[src/rtl/core/modexp_pkg.sv]
package modexp_pkg;

	// Width of every port field of the block
	localparam int unsigned FIELD_WIDTH = 32;

	// Sequencer states of the exponent scan
	typedef enum logic [2:0] {
		ST_IDLE,
		ST_BASE,
		ST_BASE_WAIT,
		ST_STEP,
		ST_ACC_WAIT,
		ST_SQ,
		ST_SQ_WAIT,
		ST_DONE
	} modexp_state_t;

	// Status of the shared multiply-reduce unit
	typedef struct packed {
		logic busy;
		logic done;
	} modexp_mm_status_t;

endpackage

[src/rtl/core/modexp_mulred.sv]
// Multiply two residues, then reduce the double-width product modulo m,
// two product bits per cycle by restoring compare-subtract.
module modexp_mulred import modexp_pkg::*; #(
	parameter int unsigned W = 32
) (
	input  logic                clk,
	input  logic                arst_n,
	input  logic                start,
	input  logic [W-1:0]        a,
	input  logic [W-1:0]        b,
	input  logic [W-1:0]        m,
	output modexp_mm_status_t   st,
	output logic [W-1:0]        result
);

	localparam int unsigned CNT_W = $clog2(W);

	logic              busy_q;
	logic              done_q;
	logic [CNT_W-1:0]  cnt_q;
	logic [2*W-1:0]    prod_q;
	logic [W-1:0]      rem_q;

	logic [W:0]        t1;
	logic [W:0]        t2;
	logic [W-1:0]      r1;
	logic [W-1:0]      r2;
	logic              last;

	// Two restoring steps: shift in the next two product bits
	always_comb begin
		t1 = {rem_q, prod_q[2*W-1]};
		if (t1 >= {1'b0, m}) begin
			t1 = t1 - {1'b0, m};
		end
		r1 = t1[W-1:0];
		t2 = {r1, prod_q[2*W-2]};
		if (t2 >= {1'b0, m}) begin
			t2 = t2 - {1'b0, m};
		end
		r2 = t2[W-1:0];
	end

	assign last = (cnt_q == CNT_W'(W - 1));

	always_ff @(posedge clk or negedge arst_n) begin
		if (!arst_n) begin
			busy_q <= 1'b0;
			done_q <= 1'b0;
			cnt_q  <= '0;
		end else begin
			done_q <= busy_q && last;
			if (start) begin
				busy_q <= 1'b1;
				cnt_q  <= '0;
			end else if (busy_q) begin
				cnt_q <= cnt_q + CNT_W'(1);
				if (last) begin
					busy_q <= 1'b0;
				end
			end
		end
	end

	always_ff @(posedge clk) begin
		if (start) begin
			prod_q <= a * b;
			rem_q  <= '0;
		end else if (busy_q) begin
			prod_q <= {prod_q[2*W-3:0], 2'b00};
			rem_q  <= r2;
		end
	end

	assign st.busy = busy_q;
	assign st.done = done_q;
	assign result  = rem_q;

	a_done_idle: assert property (@(posedge clk) disable iff (!arst_n)
		done_q |-> !busy_q)
		else $error("done raised while unit still busy");

	a_start_cnt: assert property (@(posedge clk) disable iff (!arst_n)
		$rose(busy_q) |-> cnt_q == '0)
		else $error("step count not cleared at start");

	a_rem_range: assert property (@(posedge clk) disable iff (!arst_n)
		(done_q && m >= W'(2) && $stable(m)) |-> rem_q < m)
		else $error("reduced value not below modulus");

endmodule

[src/rtl/core/modular_exponentiation_core.sv]
// Channel   Direction  Handshake                Payload
// input     in         in_valid / in_stall      base_value, exponent
// output    out        out_valid / out_stall    power_result
// config    in         modulus_wr_en            modulus_wr_data
//
// One item first reduces the base, then for each exponent bit up to the highest set
// one multiplies the accumulator in when the bit is set and squares the base value.
// Every modular product runs on the shared multiply-reduce unit: one multiply, then
// two-bit restoring reduction of the double-width product.
// Reset clears the sequencer and loads a modulus of 2; in_stall is low only when idle.
// A finished result sits in the output register; the next item transfers in while
// it waits, and a new result is held in the sequencer until the output slot frees.
module modular_exponentiation_core import modexp_pkg::*; #(
	parameter int unsigned OPERAND_WIDTH = 32
) (
	input  logic                   clk,
	input  logic                   arst_n,
	input  logic                   modulus_wr_en,
	input  logic [FIELD_WIDTH-1:0] modulus_wr_data,
	input  logic                   in_valid,
	output logic                   in_stall,
	input  logic [FIELD_WIDTH-1:0] base_value,
	input  logic [FIELD_WIDTH-1:0] exponent,
	output logic                   out_valid,
	input  logic                   out_stall,
	output logic [FIELD_WIDTH-1:0] power_result
);

	localparam int unsigned W = OPERAND_WIDTH;

	modexp_state_t      state_q, state_d;
	logic [W-1:0]       mod_q;
	logic [W-1:0]       exp_q;
	logic [W-1:0]       acc_q;
	logic [W-1:0]       sq_q;
	logic               out_valid_q;
	logic [W-1:0]       power_result_q;

	logic               in_xfer;
	logic               out_free;
	logic               mod_small;
	logic               mm_start;
	logic [W-1:0]       mm_a;
	logic [W-1:0]       mm_b;
	logic [W-1:0]       mm_result;
	modexp_mm_status_t  mm_st;

	assign in_xfer   = in_valid && !in_stall;
	assign out_free  = !out_valid_q || !out_stall;
	// A modulus below 2 reduces everything to zero
	assign mod_small = mod_q < W'(2);

	// Next state
	always_comb begin
		state_d = state_q;
		unique case (state_q)
			ST_IDLE: begin
				if (in_valid) begin
					state_d = mod_small ? ST_DONE : ST_BASE;
				end
			end
			ST_BASE:      state_d = ST_BASE_WAIT;
			ST_BASE_WAIT: begin
				if (mm_st.done) begin
					state_d = ST_STEP;
				end
			end
			ST_STEP: begin
				// Stop once no set exponent bit remains
				if (exp_q == '0) begin
					state_d = ST_DONE;
				end else if (exp_q[0]) begin
					state_d = ST_ACC_WAIT;
				end else begin
					state_d = ST_SQ_WAIT;
				end
			end
			ST_ACC_WAIT: begin
				if (mm_st.done) begin
					state_d = ST_SQ;
				end
			end
			ST_SQ:        state_d = ST_SQ_WAIT;
			ST_SQ_WAIT: begin
				if (mm_st.done) begin
					state_d = ST_STEP;
				end
			end
			ST_DONE: begin
				if (out_free) begin
					state_d = ST_IDLE;
				end
			end
			default:      state_d = ST_IDLE;
		endcase
	end

	// Outputs of the sequencer: input stall, unit start and operand select
	always_comb begin
		in_stall = 1'b1;
		mm_start = 1'b0;
		mm_a     = sq_q;
		mm_b     = sq_q;
		unique case (state_q)
			ST_IDLE: begin
				in_stall = 1'b0;
			end
			ST_BASE: begin
				// Reduce the base by multiplying with one
				mm_start = 1'b1;
				mm_b     = W'(1);
			end
			ST_STEP: begin
				if (exp_q != '0) begin
					mm_start = 1'b1;
					if (exp_q[0]) begin
						mm_a = acc_q;
					end
				end
			end
			ST_SQ: begin
				mm_start = 1'b1;
			end
			default: begin
				mm_start = 1'b0;
			end
		endcase
	end

	always_ff @(posedge clk or negedge arst_n) begin
		if (!arst_n) begin
			state_q     <= ST_IDLE;
			mod_q       <= W'(2);
			out_valid_q <= 1'b0;
		end else begin
			state_q <= state_d;
			if (modulus_wr_en) begin
				mod_q <= modulus_wr_data[W-1:0];
			end
			if (state_q == ST_DONE && out_free) begin
				out_valid_q <= 1'b1;
			end else if (!out_stall) begin
				out_valid_q <= 1'b0;
			end
		end
	end

	// Datapath registers: load on input transfer, advance on each finished unit product
	always_ff @(posedge clk) begin
		if (in_xfer) begin
			sq_q  <= base_value[W-1:0];
			exp_q <= exponent[W-1:0];
			acc_q <= mod_small ? '0 : W'(1);
		end
		if (mm_st.done) begin
			unique case (state_q)
				ST_BASE_WAIT: sq_q <= mm_result;
				ST_ACC_WAIT:  acc_q <= mm_result;
				ST_SQ_WAIT: begin
					sq_q  <= mm_result;
					exp_q <= exp_q >> 1;
				end
				default: begin
					sq_q <= sq_q;
				end
			endcase
		end
		if (state_q == ST_DONE && out_free) begin
			power_result_q <= acc_q;
		end
	end

	modexp_mulred #(
		.W (W)
	) u_mulred (
		.clk    (clk),
		.arst_n (arst_n),
		.start  (mm_start),
		.a      (mm_a),
		.b      (mm_b),
		.m      (mod_q),
		.st     (mm_st),
		.result (mm_result)
	);

	assign out_valid    = out_valid_q;
	assign power_result = FIELD_WIDTH'(power_result_q);

	a_start_free: assert property (@(posedge clk) disable iff (!arst_n)
		mm_start |-> !mm_st.busy)
		else $error("unit started while busy");

	a_step_range: assert property (@(posedge clk) disable iff (!arst_n)
		(state_q == ST_STEP && $past(state_q) == ST_BASE_WAIT) |->
		(sq_q < mod_q && acc_q < mod_q))
		else $error("operands not reduced at first step");

	a_out_from_done: assert property (@(posedge clk) disable iff (!arst_n)
		$rose(out_valid_q) |-> $past(state_q == ST_DONE))
		else $error("result presented without finished item");

endmodule

[config.mk]
export PLATFORM = sky130hd
export DESIGN_NAME = modular_exponentiation_core
export DESIGN_NICKNAME = d
export VERILOG_FILES = /design/src/rtl/core/modexp_pkg.sv /design/src/rtl/core/modexp_mulred.sv /design/src/rtl/core/modular_exponentiation_core.sv
export SDC_FILE = /design/constraint.sdc
export NUM_CORES = 2
export LEC_CHECK = 0
export BUFFER_PORTS_ARGS = -buffer_cell sky130_fd_sc_hd__buf_2
export CORE_ASPECT_RATIO = 1.5
export CORE_MARGIN = 1.5
export CORE_UTILIZATION = 43
export DETAILED_ROUTE_END_ITERATION = 10
export SETUP_SLACK_MARGIN = 0.2
export SYNTH_ARGS = -nofsm -noshare
export SYNTH_HDL_FRONTEND = slang
export SYNTH_SLANG_ARGS = --single-unit
export TNS_END_PERCENT = 5
[constraint.sdc]
create_clock -name clk -period 24.9 [get_ports clk]
set_input_delay 3.735 -clock clk [delete_from_list [all_inputs] [get_ports clk]]
set_output_delay 3.735 -clock clk [all_outputs]
set_load 0.01 [all_outputs]
==> results.txt <==
Core ar.: 0.109 mm2
Worst setup EP type: register
RSZ-0062 raised after global routing: no
Minimum clock period: 10.95 ns
CTS root buf: clkbuf_16
Critical path class: reg -> reg
Area of the die: 0.112 mm2
Port buffer count: 134
Reg-to-reg endpoint: u_mulred.prod_q[48]$_DFFE_PP_
Yosys top cell area share: 0.381
Register area: 0.00684 mm2
DRT iter0 DRCs: 3,029
Slew HR: 0.173
Post-CTS resize count: 0
Async SR Flop Fraction: 0.161
Die height: 409 um
Vias per std cell: 5.70
Multi-input gate area: 0.0360 mm2
Max clock buf depth: 3
Reg clk slew, reported paths: 0.07 ns
Top FF cell, synth: edfxtp_1
Maximum clock rate: 0.0913 GHz
Worst-margin pin slew: 1.24 ns
Met2 wire length: 86,900 um
Routed met1 length: 56,400 um
Row cnt: 148
Antenna violations before repair: 13
Routed WL per cell: 26.3 um
Crit path launch type: register
Ranking of synthesized cells by area: fa_1 38%, ha_1 8.7%, edfxtp_1 8.1%, inv_1 7.2%, nand2_1 5.7%
Fill count: 10,600
Post-Syn Area: 0.0472 mm2
Largest net degree at the start of global routing: 95
Routed wl met3: 13,700 um
Final ANT Viol Nets: 0
Routability Congestion: 1.02
Setup TNS: 0 ns
Min Hold Slack: 0.504 ns
Number of enable flip-flop cells after synthesis: 128
Hold EP: exp_q[14]$_DFF_P_
Count leader, synth: inv_1
DP HPWL: 139,000 um
Cell variety after synth: 82
Number of max-cap violations: 0
Total grt overflow: 0
Total GRT Usage: 0.321
Htree depth: 1
Status: complete, no violations
Avg Inst Size Synth: 8.91 um2
Skew-Pair Late Insertion Delay: 0.68 ns
Worst r2r src: state_q[0]$_DFFE_PN0P_
Uppermost routed layer: met5
Register bit total from synthesis: 267
Warning count from the yosys run: 0
Post-Syn Instances: 5,297
Layout Nets: 6,604
Vias: 38,300
Final Hold Vio Count: 0
Synth cell count leaders: 907 x inv_1, 898 x fa_1, 711 x nand2_1, 710 x nor2_1, 329 x ha_1
Via count of the first global-routing pass: 41,100
Initial core utilization: 0.434
Data required time of the worst path: 25.30 ns
Min-Delay Path Depth: 2
Syn_nets: 6,625
DRC viols: 0
Period utilisation layout: 0.440
Cts hold-fix bufs: 0
Critical hold path startpoint: exp_q[15]$_DFF_P_
Io pins: 135
Max Fanout on Critical Path: 58
Wire length of the first global-routing pass: 260,000 um
Total routed wirelength: 177,000 um
Arrival time worst endpoint: 11.35 ns
Clock skew: 0.0968 ns
Final Slew Violations: 0
1st-pass router iterations: 6
TritonCTS clock tree: done
Area Growth Syn to Fin: 6.88%
Placed insts: 6,669
R2R cell count: 26
Worst R2R Setup Slack: 13.95 ns
Sequential area share after synthesis: 0.145
Fraction of layout cells with a size suffix above 1: 0.0758
Worst hold path class: reg -> reg
Synth area leader: fa_1
Post-CTS setup buffers: 0
Final std cells w/o fill: 6,728
# setup viols final: 0
CTS Sinks: 267
Die Wd: 274 um
TritonCTS Buffers: 30
==> per-stage QoR <==
step | instance area, um2 | utilization | setup slack [ns]
global placement | 49400 | 0.455 | 14.22
CTS | 50500 | 0.464 | 14.06
global route | 50500 | 0.464 | 13.50
detailed placement | 49400 | 0.455 | 14.09
finish | 50500 | 0.464 | 13.95
floorplan | 47200 | - | 15.92
==> metal layers <==
layer	vias up	track usage
met5	-	0
met4	16	0.288
met3	793	0.0687
met2	1830	0.549
met1	19200	0.326
li1	16500	-
==> cell type report <==
type                       instances  area share
inverter                         907      0.0675
multi-input combinational       3844       0.714
clock buffer                      31      0.0150
tap                             1425      0.0353
timing repair buffer             226      0.0270
antenna                            3    0.000149
sequential                       267       0.136
clock inverter                    25     0.00550
==> cells in the final DEF, fill, tap and decap left out, types with 17 or more instances in the layout <==
cell type / n
a21o_1: 73
a21oi_1: 175
a31oi_1: 19
and2_1: 32
and3_1: 18
buf_2: 134
buf_4: 92
clkbuf_16: 30
dfrtp_1: 41
dfxtp_1: 96
edfxtp_1: 128
fa_1: 898
ha_1: 329
inv_1: 907
mux2_2: 60
mux2i_1: 109
mux2i_2: 20
nand2_1: 707
nand3_1: 47
nand4_1: 26
nor2_1: 710
nor3_1: 19
nor4_1: 20
o21ai_0: 255
o21bai_1: 17
xnor2_1: 73
xor2_1: 42
==> worst max-delay path, stage by stage (launching register included) <==
cell,delay (ns)
dfrtp_1,0.82
nand3_4,0.70
buf_4,0.62
mux2i_2,0.45
buf_4,0.36
nor2_1,0.12
fa_1,0.51
fa_1,0.57
inv_1,0.06
fa_1,0.44
fa_1,0.55
inv_1,0.06
fa_1,0.54
fa_1,0.43
fa_1,0.53
fa_1,0.47
ha_1,0.58
and3_1,0.40
nor3b_1,0.45
nand4_1,0.14
o22ai_1,0.34
o211ai_1,0.32
a21oi_1,0.35
a21boi_0,0.24
o31ai_1,0.30
xnor2_1,0.16
o21ai_0,0.09
==> flip-flops by register name, indices dropped and copies added, names as in the netlist <==
signal           flops
state_q              3
u_mulred.busy_q      1
u_mulred.prod_q     64
out_valid            1
u_mulred.cnt_q       5
u_mulred.result     32
acc_q               32
exp_q               32
power_result        32
sq_q                32
mod_q               32
u_mulred.done_q      1
==> worst max path at each step <==
stage                                       from                            end  slack [ns]  depth (start not counted)
after floorplan           state_q[1]$_DFFE_PN0P_  u_mulred.prod_q[43]$_DFFE_PP_       15.92                         31
after global placement    state_q[0]$_DFFE_PN0P_  u_mulred.prod_q[48]$_DFFE_PP_       14.22                         26
after detailed placement  state_q[0]$_DFFE_PN0P_  u_mulred.prod_q[48]$_DFFE_PP_       14.09                         26
after CTS                 state_q[0]$_DFFE_PN0P_  u_mulred.prod_q[48]$_DFFE_PP_       14.06                         26
after global routing      state_q[0]$_DFFE_PN0P_  u_mulred.prod_q[48]$_DFFE_PP_       13.50                         26
final                     state_q[0]$_DFFE_PN0P_  u_mulred.prod_q[48]$_DFFE_PP_       13.95                         26
==> cell families (layout without fill, tap and decap cells) <==
| kind of cell | count (synthesis) | after routing | synth area share |
|---|---|---|---|
| adder cells (fa/ha/maj) | 1227 | 1227 | 0.468 |
| multiplexers | 190 | 190 | 0.0419 |
| AO/OA/AOI/OAI | 669 | 669 | 0.0871 |
| AND/OR/NAND/NOR | 1643 | 1643 | 0.142 |
| flip-flops | 267 | 267 | 0.145 |
| other | 0 | 3 | 0 |
| buffers and inverters | 1186 | 1189 | 0.0952 |
| XOR/XNOR | 115 | 115 | 0.0213 |
Power is left out: the tool's default activity adds up to more than one toggle a clock period on the data nets, which glitch-free logic cannot reach.
